==> src/rtl/ascii_binary_expression_calculator_assert.svh <==
// Assertion macros for the ASCII expression calculator.
// Each macro expects clk and rst in scope; no other dependencies.
`ifndef ASCII_BINARY_EXPRESSION_CALCULATOR_ASSERT_SVH
`define ASCII_BINARY_EXPRESSION_CALCULATOR_ASSERT_SVH

// Same-cycle implication, checked outside reset
`define ABC_ASSERT_IMP(label, ante, cons) \
  label: assert property (@(posedge clk) disable iff (rst) (ante) |-> (cons)) \
    else $error("ascii calculator: same-cycle check failed");

// Next-cycle implication, checked outside reset
`define ABC_ASSERT_NXT(label, ante, cons) \
  label: assert property (@(posedge clk) disable iff (rst) (ante) |=> (cons)) \
    else $error("ascii calculator: next-cycle check failed");

`endif

==> src/rtl/abc_pkg.sv <==
// Shared types, constants and helpers for the ASCII expression calculator.
// No dependencies; every other file but the assertion header imports this package.
`timescale 1ns / 1ps
`default_nettype none

package abc_pkg;

  localparam int unsigned DATA_W        = 32;
  localparam int unsigned CHAR_W        = 8;
  localparam int unsigned ERR_W         = 2;
  localparam int unsigned ABC_QUEUE_DEPTH = 2;
  localparam int unsigned DIV_CNT_W     = $clog2(DATA_W);

  localparam logic [CHAR_W-1:0] CH_NUL   = 8'h00;
  localparam logic [CHAR_W-1:0] CH_PLUS  = 8'h2B;
  localparam logic [CHAR_W-1:0] CH_MINUS = 8'h2D;
  localparam logic [CHAR_W-1:0] CH_STAR  = 8'h2A;
  localparam logic [CHAR_W-1:0] CH_SLASH = 8'h2F;
  localparam logic [CHAR_W-1:0] CH_ZERO  = 8'h30;
  localparam logic [CHAR_W-1:0] CH_NINE  = 8'h39;

  localparam logic [ERR_W-1:0] ERR_OK   = 2'd0;
  localparam logic [ERR_W-1:0] ERR_OPER = 2'd1;
  localparam logic [ERR_W-1:0] ERR_DIV0 = 2'd2;

  // Parser phase
  typedef enum logic [1:0] {
    PH_FIRST  = 2'd0,
    PH_SECOND = 2'd1,
    PH_DONE   = 2'd2
  } phase_t;

  // Operator class, decided in the front end
  typedef enum logic [2:0] {
    OP_ADD,
    OP_SUB,
    OP_MUL,
    OP_DIV,
    OP_BAD
  } op_t;

  // Execution unit state
  typedef enum logic [1:0] {
    BK_IDLE,
    BK_DIV,
    BK_FIN
  } back_state_t;

  // One parsed expression, handed from front to back
  typedef struct packed {
    logic [DATA_W-1:0] a;
    logic [DATA_W-1:0] b;
    op_t               op;
  } job_t;

  function automatic op_t op_classify(input logic [CHAR_W-1:0] c);
    op_t r;
    unique case (c)
      CH_PLUS:  r = OP_ADD;
      CH_MINUS: r = OP_SUB;
      CH_STAR:  r = OP_MUL;
      CH_SLASH: r = OP_DIV;
      default:  r = OP_BAD;
    endcase
    return r;
  endfunction

endpackage

`default_nettype wire

==> src/rtl/abc_if.sv <==
// Valid/ready channel interfaces for the text input and the result output.
// Depends on abc_pkg for field widths.
`timescale 1ns / 1ps
`default_nettype none

interface abc_text_if import abc_pkg::*; ();
  logic              valid;
  logic              ready;
  logic [CHAR_W-1:0] char_in;
  logic              is_last;

  modport source (output valid, char_in, is_last, input ready);
  modport sink   (input valid, char_in, is_last, output ready);
endinterface

interface abc_result_if import abc_pkg::*; ();
  logic                     valid;
  logic                     ready;
  logic signed [DATA_W-1:0] value;
  logic [ERR_W-1:0]         error_code;

  modport source (output valid, value, error_code, input ready);
  modport sink   (input valid, value, error_code, output ready);
endinterface

`default_nettype wire

==> src/rtl/abc_front.sv <==
// Front end: parses one text byte per cycle, while the queue has room, into operands and operator class.
// Depends on abc_pkg and abc_text_if; pushes one job per message.
`timescale 1ns / 1ps
`default_nettype none

module abc_front import abc_pkg::*; (
  input  wire logic    clk,
  input  wire logic    rst,
  abc_text_if.sink     text,
  output job_t         push_job,
  output logic         push_valid,
  input  wire logic    push_ready
);

  phase_t            phase, phase_next;
  logic [DATA_W-1:0] a, a_next;
  logic [DATA_W-1:0] b, b_next;
  op_t               op, op_next;

  logic              accept;
  logic              is_digit;
  logic [DATA_W-1:0] digit;
  logic [DATA_W-1:0] a_acc;
  logic [DATA_W-1:0] b_acc;

  assign text.ready = push_ready;
  assign accept     = text.valid && text.ready;

  // Decimal accumulate: x*10 + digit, wrapping
  assign is_digit = (text.char_in >= CH_ZERO) && (text.char_in <= CH_NINE);
  assign digit    = DATA_W'(text.char_in - CH_ZERO);
  assign a_acc    = {a[DATA_W-4:0], 3'b000} + {a[DATA_W-2:0], 1'b0} + digit;
  assign b_acc    = {b[DATA_W-4:0], 3'b000} + {b[DATA_W-2:0], 1'b0} + digit;

  // Advance the parser by one byte
  always_comb begin
    phase_next = phase;
    a_next     = a;
    b_next     = b;
    op_next    = op;
    unique case (phase)
      PH_FIRST: begin
        if (text.char_in == CH_NUL) begin
          phase_next = PH_DONE;
          op_next    = OP_BAD;
        end else if (is_digit) begin
          a_next = a_acc;
        end else begin
          op_next    = op_classify(text.char_in);
          phase_next = PH_SECOND;
        end
      end
      PH_SECOND: begin
        if (is_digit) begin
          b_next = b_acc;
        end else begin
          phase_next = PH_DONE;
        end
      end
      PH_DONE: begin
      end
      default: begin
        phase_next = PH_DONE;
      end
    endcase
  end

  // Form the job on the last byte; no operator seen means an operator error
  assign push_job.a  = a_next;
  assign push_job.b  = b_next;
  assign push_job.op = (phase_next == PH_FIRST) ? OP_BAD : op_next;
  assign push_valid  = accept && text.is_last;

  // Hold parser state; restart after the last byte
  always_ff @(posedge clk) begin
    if (rst) begin
      phase <= PH_FIRST;
      a     <= '0;
      b     <= '0;
      op    <= OP_BAD;
    end else if (accept) begin
      if (text.is_last) begin
        phase <= PH_FIRST;
        a     <= '0;
        b     <= '0;
        op    <= OP_BAD;
      end else begin
        phase <= phase_next;
        a     <= a_next;
        b     <= b_next;
        op    <= op_next;
      end
    end
  end

endmodule

`default_nettype wire

==> src/rtl/abc_queue.sv <==
// Small register FIFO of parsed jobs between the front and back ends.
// Depends on abc_pkg for job_t.
`timescale 1ns / 1ps
`default_nettype none

module abc_queue import abc_pkg::*; #(
  parameter int unsigned DEPTH = ABC_QUEUE_DEPTH
) (
  input  wire logic clk,
  input  wire logic rst,
  input  job_t      push_job,
  input  wire logic push_valid,
  output logic      push_ready,
  output job_t      pop_job,
  output logic      pop_valid,
  input  wire logic pop_ready
);

  localparam int unsigned PTR_W = (DEPTH > 1) ? $clog2(DEPTH) : 1;
  localparam int unsigned CNT_W = $clog2(DEPTH + 1);

  job_t             ent [DEPTH];
  logic [PTR_W-1:0] wr_ptr;
  logic [PTR_W-1:0] rd_ptr;
  logic [CNT_W-1:0] count;
  logic             push;
  logic             pop;

  assign push_ready = (count != CNT_W'(DEPTH));
  assign pop_valid  = (count != '0);
  assign pop_job    = ent[rd_ptr];
  assign push       = push_valid && push_ready;
  assign pop        = pop_valid && pop_ready;

  // Store the pushed job
  always_ff @(posedge clk) begin
    if (push) begin
      ent[wr_ptr] <= push_job;
    end
  end

  // Advance pointers and occupancy
  always_ff @(posedge clk) begin
    if (rst) begin
      wr_ptr <= '0;
      rd_ptr <= '0;
      count  <= '0;
    end else begin
      if (push) begin
        wr_ptr <= (wr_ptr == PTR_W'(DEPTH - 1)) ? '0 : wr_ptr + 1'b1;
      end
      if (pop) begin
        rd_ptr <= (rd_ptr == PTR_W'(DEPTH - 1)) ? '0 : rd_ptr + 1'b1;
      end
      if (push && !pop) begin
        count <= count + 1'b1;
      end else if (pop && !push) begin
        count <= count - 1'b1;
      end
    end
  end

endmodule

`default_nettype wire

==> src/rtl/abc_back.sv <==
// Back end: executes jobs (add, subtract, multiply, iterative signed divide).
// Depends on abc_pkg and abc_result_if; drives the registered result.
`timescale 1ns / 1ps
`default_nettype none

module abc_back import abc_pkg::*; (
  input  wire logic   clk,
  input  wire logic   rst,
  input  job_t        pop_job,
  input  wire logic   pop_valid,
  output logic        pop_ready,
  abc_result_if.source result
);

  back_state_t          state, state_next;
  logic                 res_valid;
  logic [DATA_W-1:0]    res_value;
  logic [ERR_W-1:0]     res_err;

  logic [DATA_W-1:0]    rem;
  logic [DATA_W-1:0]    quo;
  logic [DATA_W-1:0]    dvs;
  logic                 neg;
  logic [DIV_CNT_W-1:0] cnt;

  logic                 out_free;
  logic                 div_nonzero;
  logic                 div_load;
  logic                 load_res;
  logic [DATA_W-1:0]    value_next;
  logic [ERR_W-1:0]     err_next;
  logic [DATA_W:0]      trial;
  logic [DATA_W:0]      diff;
  logic [DATA_W-1:0]    mag_a;
  logic [DATA_W-1:0]    mag_b;

  assign result.valid      = res_valid;
  assign result.value      = res_value;
  assign result.error_code = res_err;

  assign out_free    = !res_valid || result.ready;
  assign div_nonzero = (pop_job.op == OP_DIV) && (pop_job.b != '0);
  assign mag_a = pop_job.a[DATA_W-1] ? (~pop_job.a + 1'b1) : pop_job.a;
  assign mag_b = pop_job.b[DATA_W-1] ? (~pop_job.b + 1'b1) : pop_job.b;

  // One restoring division step
  assign trial = {rem, quo[DATA_W-1]};
  assign diff  = trial - {1'b0, dvs};

  // Sequence jobs and select the result
  always_comb begin
    state_next = state;
    pop_ready  = 1'b0;
    div_load   = 1'b0;
    load_res   = 1'b0;
    value_next = '0;
    err_next   = ERR_OK;
    unique case (state)
      BK_IDLE: begin
        if (pop_valid) begin
          if (div_nonzero) begin
            pop_ready  = 1'b1;
            div_load   = 1'b1;
            state_next = BK_DIV;
          end else if (out_free) begin
            pop_ready = 1'b1;
            load_res  = 1'b1;
            unique case (pop_job.op)
              OP_ADD:  value_next = pop_job.a + pop_job.b;
              OP_SUB:  value_next = pop_job.a - pop_job.b;
              OP_MUL:  value_next = pop_job.a * pop_job.b;
              OP_DIV:  err_next   = ERR_DIV0;
              default: err_next   = ERR_OPER;
            endcase
          end
        end
      end
      BK_DIV: begin
        if (cnt == '1) begin
          state_next = BK_FIN;
        end
      end
      BK_FIN: begin
        if (out_free) begin
          load_res   = 1'b1;
          value_next = neg ? (~quo + 1'b1) : quo;
          state_next = BK_IDLE;
        end
      end
      default: begin
        state_next = BK_IDLE;
      end
    endcase
  end

  always_ff @(posedge clk) begin
    if (rst) begin
      state <= BK_IDLE;
    end else begin
      state <= state_next;
    end
  end

  // Load and step the divider
  always_ff @(posedge clk) begin
    if (rst) begin
      cnt <= '0;
    end else if (div_load) begin
      cnt <= '0;
    end else if (state == BK_DIV) begin
      cnt <= cnt + 1'b1;
    end
  end

  always_ff @(posedge clk) begin
    if (div_load) begin
      rem <= '0;
      quo <= mag_a;
      dvs <= mag_b;
      neg <= pop_job.a[DATA_W-1] ^ pop_job.b[DATA_W-1];
    end else if (state == BK_DIV) begin
      if (!diff[DATA_W]) begin
        rem <= diff[DATA_W-1:0];
        quo <= {quo[DATA_W-2:0], 1'b1};
      end else begin
        rem <= trial[DATA_W-1:0];
        quo <= {quo[DATA_W-2:0], 1'b0};
      end
    end
  end

  // Hold the result until taken
  always_ff @(posedge clk) begin
    if (rst) begin
      res_valid <= 1'b0;
    end else if (load_res) begin
      res_valid <= 1'b1;
    end else if (result.ready) begin
      res_valid <= 1'b0;
    end
  end

  always_ff @(posedge clk) begin
    if (load_res) begin
      res_value <= value_next;
      res_err   <= err_next;
    end
  end

endmodule

`default_nettype wire

==> src/rtl/ascii_binary_expression_calculator.sv <==
// Top level of the ASCII infix integer calculator: front parser, job queue, back end.
// Depends on abc_pkg, abc_if, abc_front, abc_queue, abc_back and the assertion header.
//
//  channel  dir  fields               request
//  text     in   char_in, is_last     one text byte
//  result   out  value, error_code    one result per message
//
// Text bytes are taken one per cycle while the job queue has room.
// Add, subtract, multiply and error results are registered as the back end takes
// the job; a divide goes through load, 32 radix-2 steps in the divider and
// finish. The result register holds until taken.
// Reset is synchronous and needs no clearing pass.
`timescale 1ns / 1ps
`default_nettype none

`include "ascii_binary_expression_calculator_assert.svh"

module ascii_binary_expression_calculator import abc_pkg::*; #(
  parameter int unsigned QUEUE_DEPTH = ABC_QUEUE_DEPTH
) (
  input  wire logic    clk,
  input  wire logic    rst,
  abc_text_if.sink     text,
  abc_result_if.source result
);

  job_t push_job;
  logic push_valid;
  logic push_ready;
  job_t pop_job;
  logic pop_valid;
  logic pop_ready;

  // Parse bytes
  abc_front u_front (
    .clk        (clk),
    .rst        (rst),
    .text       (text),
    .push_job   (push_job),
    .push_valid (push_valid),
    .push_ready (push_ready)
  );

  // Decouple parser from execution
  abc_queue #(
    .DEPTH (QUEUE_DEPTH)
  ) u_queue (
    .clk        (clk),
    .rst        (rst),
    .push_job   (push_job),
    .push_valid (push_valid),
    .push_ready (push_ready),
    .pop_job    (pop_job),
    .pop_valid  (pop_valid),
    .pop_ready  (pop_ready)
  );

  // Execute jobs
  abc_back u_back (
    .clk       (clk),
    .rst       (rst),
    .pop_job   (pop_job),
    .pop_valid (pop_valid),
    .pop_ready (pop_ready),
    .result    (result)
  );

  // An error result carries a zero value
  `ABC_ASSERT_IMP(a_err_value_zero, result.valid && (result.error_code != ERR_OK), result.value == '0)
  // A message's last byte always leaves a job queued
  `ABC_ASSERT_NXT(a_last_queues_job, text.valid && text.ready && text.is_last, pop_valid)
  // A queued job not taken stays queued
  `ABC_ASSERT_NXT(a_queue_holds, pop_valid && !pop_ready, pop_valid)

endmodule

`default_nettype wire
==> src/flat_wrapper.sv <==
// flat-port wrapper written by rule: the top's interface ports become plain ports
module ascii_binary_expression_calculator_flat import abc_pkg::*;
#(
  parameter int unsigned QUEUE_DEPTH = ABC_QUEUE_DEPTH
)
  (clk, rst, text_valid, text_char_in, text_is_last, text_ready, result_valid, result_value, result_error_code, result_ready);
  abc_text_if text_i ();
  abc_result_if result_i ();
  input  wire logic clk;
  input  wire logic rst;
  input wire logic [$bits(text_i.valid)-1:0] text_valid;
  input wire logic [$bits(text_i.char_in)-1:0] text_char_in;
  input wire logic [$bits(text_i.is_last)-1:0] text_is_last;
  output wire logic [$bits(text_i.ready)-1:0] text_ready;
  output wire logic [$bits(result_i.valid)-1:0] result_valid;
  output wire logic [$bits(result_i.value)-1:0] result_value;
  output wire logic [$bits(result_i.error_code)-1:0] result_error_code;
  input wire logic [$bits(result_i.ready)-1:0] result_ready;
  assign text_i.valid = text_valid;
  assign text_i.char_in = text_char_in;
  assign text_i.is_last = text_is_last;
  assign text_ready = text_i.ready;
  assign result_valid = result_i.valid;
  assign result_value = result_i.value;
  assign result_error_code = result_i.error_code;
  assign result_i.ready = result_ready;
  ascii_binary_expression_calculator #(.QUEUE_DEPTH(QUEUE_DEPTH)) u_core (.clk(clk), .rst(rst), .text(text_i), .result(result_i));
endmodule
==> config.mk <==
export PLATFORM = sky130hd
export DESIGN_NAME = ascii_binary_expression_calculator_flat
export DESIGN_NICKNAME = d
export VERILOG_FILES = /design/src/rtl/abc_pkg.sv /design/src/rtl/abc_if.sv /design/src/rtl/abc_front.sv /design/src/rtl/abc_queue.sv /design/src/rtl/abc_back.sv /design/src/rtl/ascii_binary_expression_calculator.sv /design/src/flat_wrapper.sv
export VERILOG_INCLUDE_DIRS = /design/src /design/src/rtl
export SDC_FILE = /design/constraint.sdc
export NUM_CORES = 2
export LEC_CHECK = 0
export ABC_AREA = 1
export ABC_CLOCK_PERIOD_IN_PS = 13400
export BUFFER_PORTS_ARGS = -buffer_cell sky130_fd_sc_hd__buf_2
export CORE_UTILIZATION = 42
export CTS_BUF_LIST = sky130_fd_sc_hd__clkbuf_16
export CTS_CLUSTER_SIZE = 8
export DETAILED_ROUTE_END_ITERATION = 12
export GPL_TIMING_DRIVEN = 1
export HOLD_SLACK_MARGIN = 0.15
export PLACE_DENSITY = 0.64
export SETUP_SLACK_MARGIN = 0.15
export SYNTH_ARGS = -nofsm -noshare
export SYNTH_HDL_FRONTEND = slang
export SYNTH_SLANG_ARGS = --single-unit
==> constraint.sdc <==
create_clock -name clk -period 13.4 [get_ports clk]
set_clock_uncertainty 0.1 [all_clocks]
set_input_delay 2.68 -clock clk [delete_from_list [all_inputs] [get_ports clk]]
set_output_delay 2.68 -clock clk [all_outputs]
set_load 0.01 [all_outputs]
==> reports/qor.csv <==
metric,value,unit
synth_edf_count,233,
yosysUniqueCellTypes,67,
synthArstFlopShare,0,%
timing.final.ws_setup,3910,ps
dpl.hpwl,100000,um
hold_buffers,0,
design.core.area,95200,um2
num_io_pins,49,
synth-seq-cells,347,
mostFrequentLayoutCells,"1222 x nand2_1, 829 x inv_1, 564 x nor2_1",
drc_errors,0,
core.rowCount,113,
max_slew_margin,29.8,%
cts_tree,yes,
fin_tns_setup,0,ps
wl_per_cell,20.2,um
avgSynthCellArea,7.81,um2
synth_flop_cell,edfxtp_1,
dieArea,97400,um2
outcome,"finished, final reports clean",
synthCells,5169,
wl_met1,55000,um
routabilityCongestion,1.02,
max_freq,0.105,GHz
clock-root-buffer,clkbuf_16,
synth-seq-area-share,23.0,%
hold_viol_final,0,
firstDrtPassIters,6,
pre_cts_ws,3930,ps
crit_path_end_kind,flop,
post_cts_resized,0,
clock_path_buffers,3,
viasPerCell,5.40,
drive_gt1_share,5.24,%
antenna_found_initial,4,
cts_made_buffers,50,
nets,5889,
drv_cap,0,
worst_slew_pin_slew,1050,ps
period_share,70.8,%
die_h,312,um
cp_slowest_cell,inv_1,
syn_nets,5908,
clk_pin_slew,50,ps
wl_met2,57700,um
wl_met3,11900,um
grt_pass1_vias,34043,
worst-path-max-fanout,47,
drtIter0Drc,3724,
worstPathRequired,13660,ps
max_stage_delay,950,ps
grt_overflow_total,0,
min_path_type,reg -> reg,
crit_path_start_kind,flop,
synth_warnings,0,
dieWidth,312,um
crit_type,reg -> reg,
routed.top_layer,met5,
clock_latency,610,ps
grt_max_degree,72,
postCtsSetupBuffers,0,
routed_wirelength,130000,um
syn_area,40400,um2
period_needed,9490,ps
postRouteAntennaNets,0,
final_common_cell,nand2_1,
worst-endpoint-arrival,9740,ps
grt_usage,26.7,%
grt_first_pass_wirelength,199000,um
numClockSinks,347,
initial_core_util,42.4,%
dr_total_vias,34876,
rsz0062_at_grt,no,
crit_top_cell,fa_1,
areaGrowthSynthToFinish,7.43,%
setup_viol,0,
io_buffers,48,
finalMaxSlewViolations,0,
htreeDepth,2,
critical path: cells and delay by family, from the launching register on:
kind,cells,cell delay (ps)
buffers and inverters,5,1680
flip-flops,1,730
AND/OR/NAND/NOR,12,1890
AO/OA/AOI/OAI,2,390
adder cells (fa/ha/maj),9,4400
Yosys cell counts, types with 5 or more instances:
cell type	n	area, um2
edfxtp_1	233	7000
nor2_1	571	2140
nor3_1	46	230
nand3b_1	19	143
xor2_1	125	1090
clkinv_1	11	41.3
buf_4	9	67.6
inv_1	792	2970
buf_1	17	63.8
o22ai_1	8	50.1
o21a_1	6	45.0
dfxtp_1	114	2280
nor4_1	13	81.3
o211ai_1	8	60.1
nand4_1	23	144
buf_6	8	90.1
or2_2	13	81.3
inv_2	18	67.6
nor2_2	10	62.6
a211oi_1	7	52.6
o21ai_0	308	1540
clkbuf_1	122	458
nand3_1	150	751
nand2_1	1224	4590
xnor2_1	63	552
a31oi_1	18	113
a21o_1	16	120
ha_1	258	3230
o21ai_2	18	158
buf_2	19	95.1
a21oi_1	326	1630
o21ai_1	28	140
nand2_2	15	93.8
a21boi_0	11	82.6
o21bai_1	11	82.6
nor2_4	5	56.3
o31ai_1	8	60.1
fa_1	468	9370
layer usage:
metal,GRT usage [%],vias up
li1,-,16320
met1,36.0,16667
met2,42.1,1547
met3,5.03,336
met4,10.7,6
met5,0,-
per-stage QoR:
stage	utilization, %	hold slack (ps)	instances	instance area, um2
after detailed placement	44.1	353	6363	41900
after CTS	45.6	363	6456	43400
final	45.6	361	6457	43400
after global placement	44.1	338	6363	41900
after floorplan	-	326	5169	40400
after global routing	45.6	380	6456	43400
cell type report:
| cell class | count | area [um2] |
|---|---|---|
| fillers | 9480 | 51800 |
| multi-input cells | 3823 | 27300 |
| flip-flops and latches | 347 | 9280 |
| inverters | 824 | 3100 |
| well taps | 1265 | 1580 |
| clock buffers | 50 | 1250 |
| repair buffers | 104 | 661 |
| clock inverters | 43 | 209 |
| diodes | 1 | 2.50 |
worst paths after layout:
path,start,end,slack [ps],cells past startpoint
worst max-delay path,flop,u_core.u_back.result.value[31],3910,28
worst min-delay path,u_core.u_queue.rd_ptr,u_core.u_queue.rd_ptr,360,1
worst max register to register,flop,u_core.u_back.result.value[31],3910,28
worst min register to register,u_core.u_queue.rd_ptr,u_core.u_queue.rd_ptr,360,1
kinds of logic after synthesis:
logic type / after synthesis / share of synthesized area [%]
and+or+nand+nor: 2110 / 21.3
buffers and inverters: 999 / 9.59
AOI/OAI and AO/OA: 797 / 10.8
adders and majority gates: 726 / 31.2
DFF: 347 / 23.0
xor gates and xnor gates: 188 / 4.08
muxes: 2 / 0.0496
state kept, by name (all words and copies together) (netlist names), 3 cells and up, named ones only:
name	cells
u_core.u_back.cnt	5
u_core.u_back.dvs	32
u_core.u_back.quo	32
u_core.u_back.rem	32
u_core.u_back.result.value	32
u_core.u_front.a	32
u_core.u_front.b	32
u_core.u_front.op	3
u_core.u_queue.ent	134
Power is not shown: default switching activity piles up to over one toggle a cycle in this logic, so the estimate is an artifact.
